===== src/rtl/bop_front.sv =====
// bop_front: accepts take requests, drops the null ones and queues the rest
// as tokens for the back end. Depends on nothing.

module bop_front (
    input  logic i_clk,
    input  logic i_rst_n,
    input  logic push,
    output logic full,
    input  logic i_take_request,
    output logic o_tok_avail,
    input  logic i_tok_pop
);

    localparam int DEPTH = 2;
    localparam int CW    = $clog2(DEPTH + 1);

    logic [CW-1:0] r_count;
    logic [CW-1:0] n_count;
    logic          take_in;
    logic          tok_out;

    // a transfer carrying a real request becomes a token
    assign take_in = push && !full && i_take_request;
    assign tok_out = i_tok_pop && o_tok_avail;

    // token count
    always_comb begin
        n_count = r_count;
        if (take_in && !tok_out) begin
            n_count = r_count + 1'b1;
        end else if (!take_in && tok_out) begin
            n_count = r_count - 1'b1;
        end
    end

    always_ff @(posedge i_clk) begin
        if (!i_rst_n) begin
            r_count <= '0;
        end else begin
            r_count <= n_count;
        end
    end

    assign full        = (r_count == CW'(DEPTH));
    assign o_tok_avail = (r_count != '0);

endmodule


===== config.mk =====
export PLATFORM = sky130hd
export DESIGN_NAME = bop_front
export DESIGN_NICKNAME = d
export VERILOG_FILES = /design/src/rtl/bop_front.sv
export SDC_FILE = /design/constraint.sdc
export NUM_CORES = 1
export LEC_CHECK = 0
export ABC_AREA = 1
export BUFFER_PORTS_ARGS = -buffer_cell sky130_fd_sc_hd__buf_4
export CORE_AREA = 2 2 39 41
export CTS_BUF_LIST = sky130_fd_sc_hd__clkbuf_8 sky130_fd_sc_hd__clkbuf_16
export CTS_CLUSTER_DIAMETER = 200
export CTS_CLUSTER_SIZE = 24
export DETAILED_ROUTE_END_ITERATION = 10
export DIE_AREA = 0 0 41 43
export PLACE_DENSITY = 0.31
export SLEW_MARGIN = 10
export SYNTH_ARGS = -nofsm -noshare
export SYNTH_HDL_FRONTEND = slang
export SYNTH_SLANG_ARGS = --single-unit

===== constraint.sdc =====
create_clock -name i_clk -period 2.4 [get_ports i_clk]
set_clock_uncertainty 0.1 [all_clocks]
set_input_delay 0.12 -clock i_clk [delete_from_list [all_inputs] [get_ports i_clk]]
set_output_delay 0.12 -clock i_clk [all_outputs]
set_load 0.01 [all_outputs]

==> out/results.ini <==
[yosys]
synth_top_area_share_pct = 30.2
yosysSeqAreaShare_pct = 30.2
yosys-top-cells-count = nand2_1 (6), inv_1 (4), nor2_1 (3)
synthFlopType = dfxtp_1
synth-edff-count = 0
async_flop_share_pct = 0
synth_top_area_cell = dfxtp_1
syn_nets = 28
avgSynthCellArea_um2 = 6.03
syn_inst = 22
ys_ff_latch = 2
synth.most_common_cell = nand2_1
synth_area_leaders = dfxtp_1 (30%), nand2_1 (17%), inv_1 (11%)
yosysWarnings = 0
synth_cell_types = 11
synth_area_um2 = 133

[cts]
cts_buffers = 3
cts_buffer_depth = 2
ctsHoldBuffers = 0
h-tree-depth = 1
cts_tree = yes
cts-root-buf = clkbuf_8
cts_sinks = 2
cts_setup_buffers = 0
clk_pin_slew_ns = 0.03
cts-resized-gates = 0
insertion_delay_ns = 0.21

[place]
dp_hpwl_um = 215
io_buffers = 6
place.gp.congestion = 0.657
place_inst = 44

[floorplan]
rows = 14
initial_utilization_pct = 9.58
die_area_mm2 = 0.00176
dieHeight_um = 43
ioPinCount = 7
die_w_um = 41
core_area_mm2 = 0.00138

[detailed_routing]
vias = 145
viasPerCell = 3.09
detailedRoute.firstIterationViolations = 3
drtPass1Iterations = 3
routed_wl_um = 288
drc = 0
drtAntennaViolNets = 0
wire_per_inst_um = 6.13

[finish]
layout-drive-gt1-share_pct = 35.5
final_nets = 39
area_delta_synth_final_pct = 80.2
multi_input_area_um2 = 73.8
largest_reg_flops = 2
seqCellArea_um2 = 40.0
final_core_util_pct = 17.3
reg_top3 = r_count (2)
nFillCells = 159
instances_no_fill = 47
n_antenna_cell = 0
top_register = r_count

[critical_path]
arrival_ns = 1.43
crit_type = reg2reg
required_ns = 2.45
cp-startpoint = r_count[1]
cp-start-kind = register
path_max_fanout = 4
end_kind = register
r2r-start = r_count[1]

[timing]
hold_violations = 0
fin_crit_ns = 1.38
maxSlewViolCount = 0
period_share_pct = 57.5
max_freq_mhz = 725
finalSetupTns_ns = 0
rsz0062_at_grt = no
finalSetupViolCount = 0
hold_ws_ns = 0.0367
tightest_slew_ns = 0.176
relSlewSlack_pct = 88.2

[run_status]
status = finished clean

[power_and_ir_drop]
ir_drop_uv = 351
power.leakage_nw = 0.125
power_density_mw_per_mm2 = 1130
power_mw = 0.269

[grt]
grt_pass1_vias = 122
track_usage_pct = 4.61
grt_max_degree = 6
gr-total-overflow = 0
antenna_found_initial = 0
grt_pass1_wl_um = 441

[flow_run]
drv_cap = 0

[worst_hold_path]
hold_path.class = in2reg
holdCritStartpoint = i_rst_n

stage by stage:
| stage | cell area (um^2) | worst slack [ns] |
|---|---|---|
| floorplan | 133 | 1.02 |
| global placement | 198 | 1.04 |
| detailed placement | 198 | 1.04 |
| CTS | 239 | 1.03 |
| global route | 239 | 0.880 |
| finish | 239 | 1.02 |
routing by layer:
| layer | wire [um] | vias up | global-route usage (%) |
|---|---|---|---|
| met5 | 0 | - | 0 |
| met4 | 0 | 0 | 6.00 |
| met3 | 43 | 0 | 4.71 |
| met2 | 81 | 7 | 3.13 |
| met1 | 163 | 52 | 5.75 |
| li1 | - | 86 | - |
power breakdown:
group | switching (mW) | internal, mW | total, mW
Clock | 0.0233 | 0.106 | 0.129
Sequential | 0.00891 | 0.0437 | 0.0526
Combinational | 0.0483 | 0.0395 | 0.0877
worst max-delay path: stages (launching register included):
cell and delay [ns]:
dfxtp_1 0.31, inv_1 0.07, nor2_1 0.13, nor2_1 0.06, ha_1 0.28, inv_1 0.11
nand3_1 0.09, nand2_1 0.06, inv_1 0.04, nor2_1 0.08
final timing paths:
check	end	slack, ns	depth (start not counted)
hold reg to reg	r_count[0]	0.41	1
setup reg to reg	r_count[1]	1.02	9
setup / recovery	r_count[1]	1.02	9
hold / removal	r_count[1]	0.04	3
area by class of cell:
class,instances,area share [%]
Sequential cell,2,16.8
Multi-Input combinational cell,15,30.9
Tap cell,16,8.38
Timing Repair Buffer,6,18.8
Inverter,5,7.85
Clock buffer,3,17.3
placed cells by master, fill, tap and decap left out, drive strengths merged:
master / instances
a21oi: 1
buf: 6
clkbuf: 3
dfxtp: 2
ha: 1
inv: 5
nand2: 7
nand3: 1
nand4: 1
nor2: 3
o21ai: 1
cells by family after synthesis:
kind of cell | Yosys count | share of synthesized area [%]
simple gates | 12 | 38.7
compound gates | 2 | 7.54
fa+ha+maj | 1 | 9.43
flops | 2 | 30.2
buf+inv | 5 | 14.1
Power figures use the tool's default switching activity.
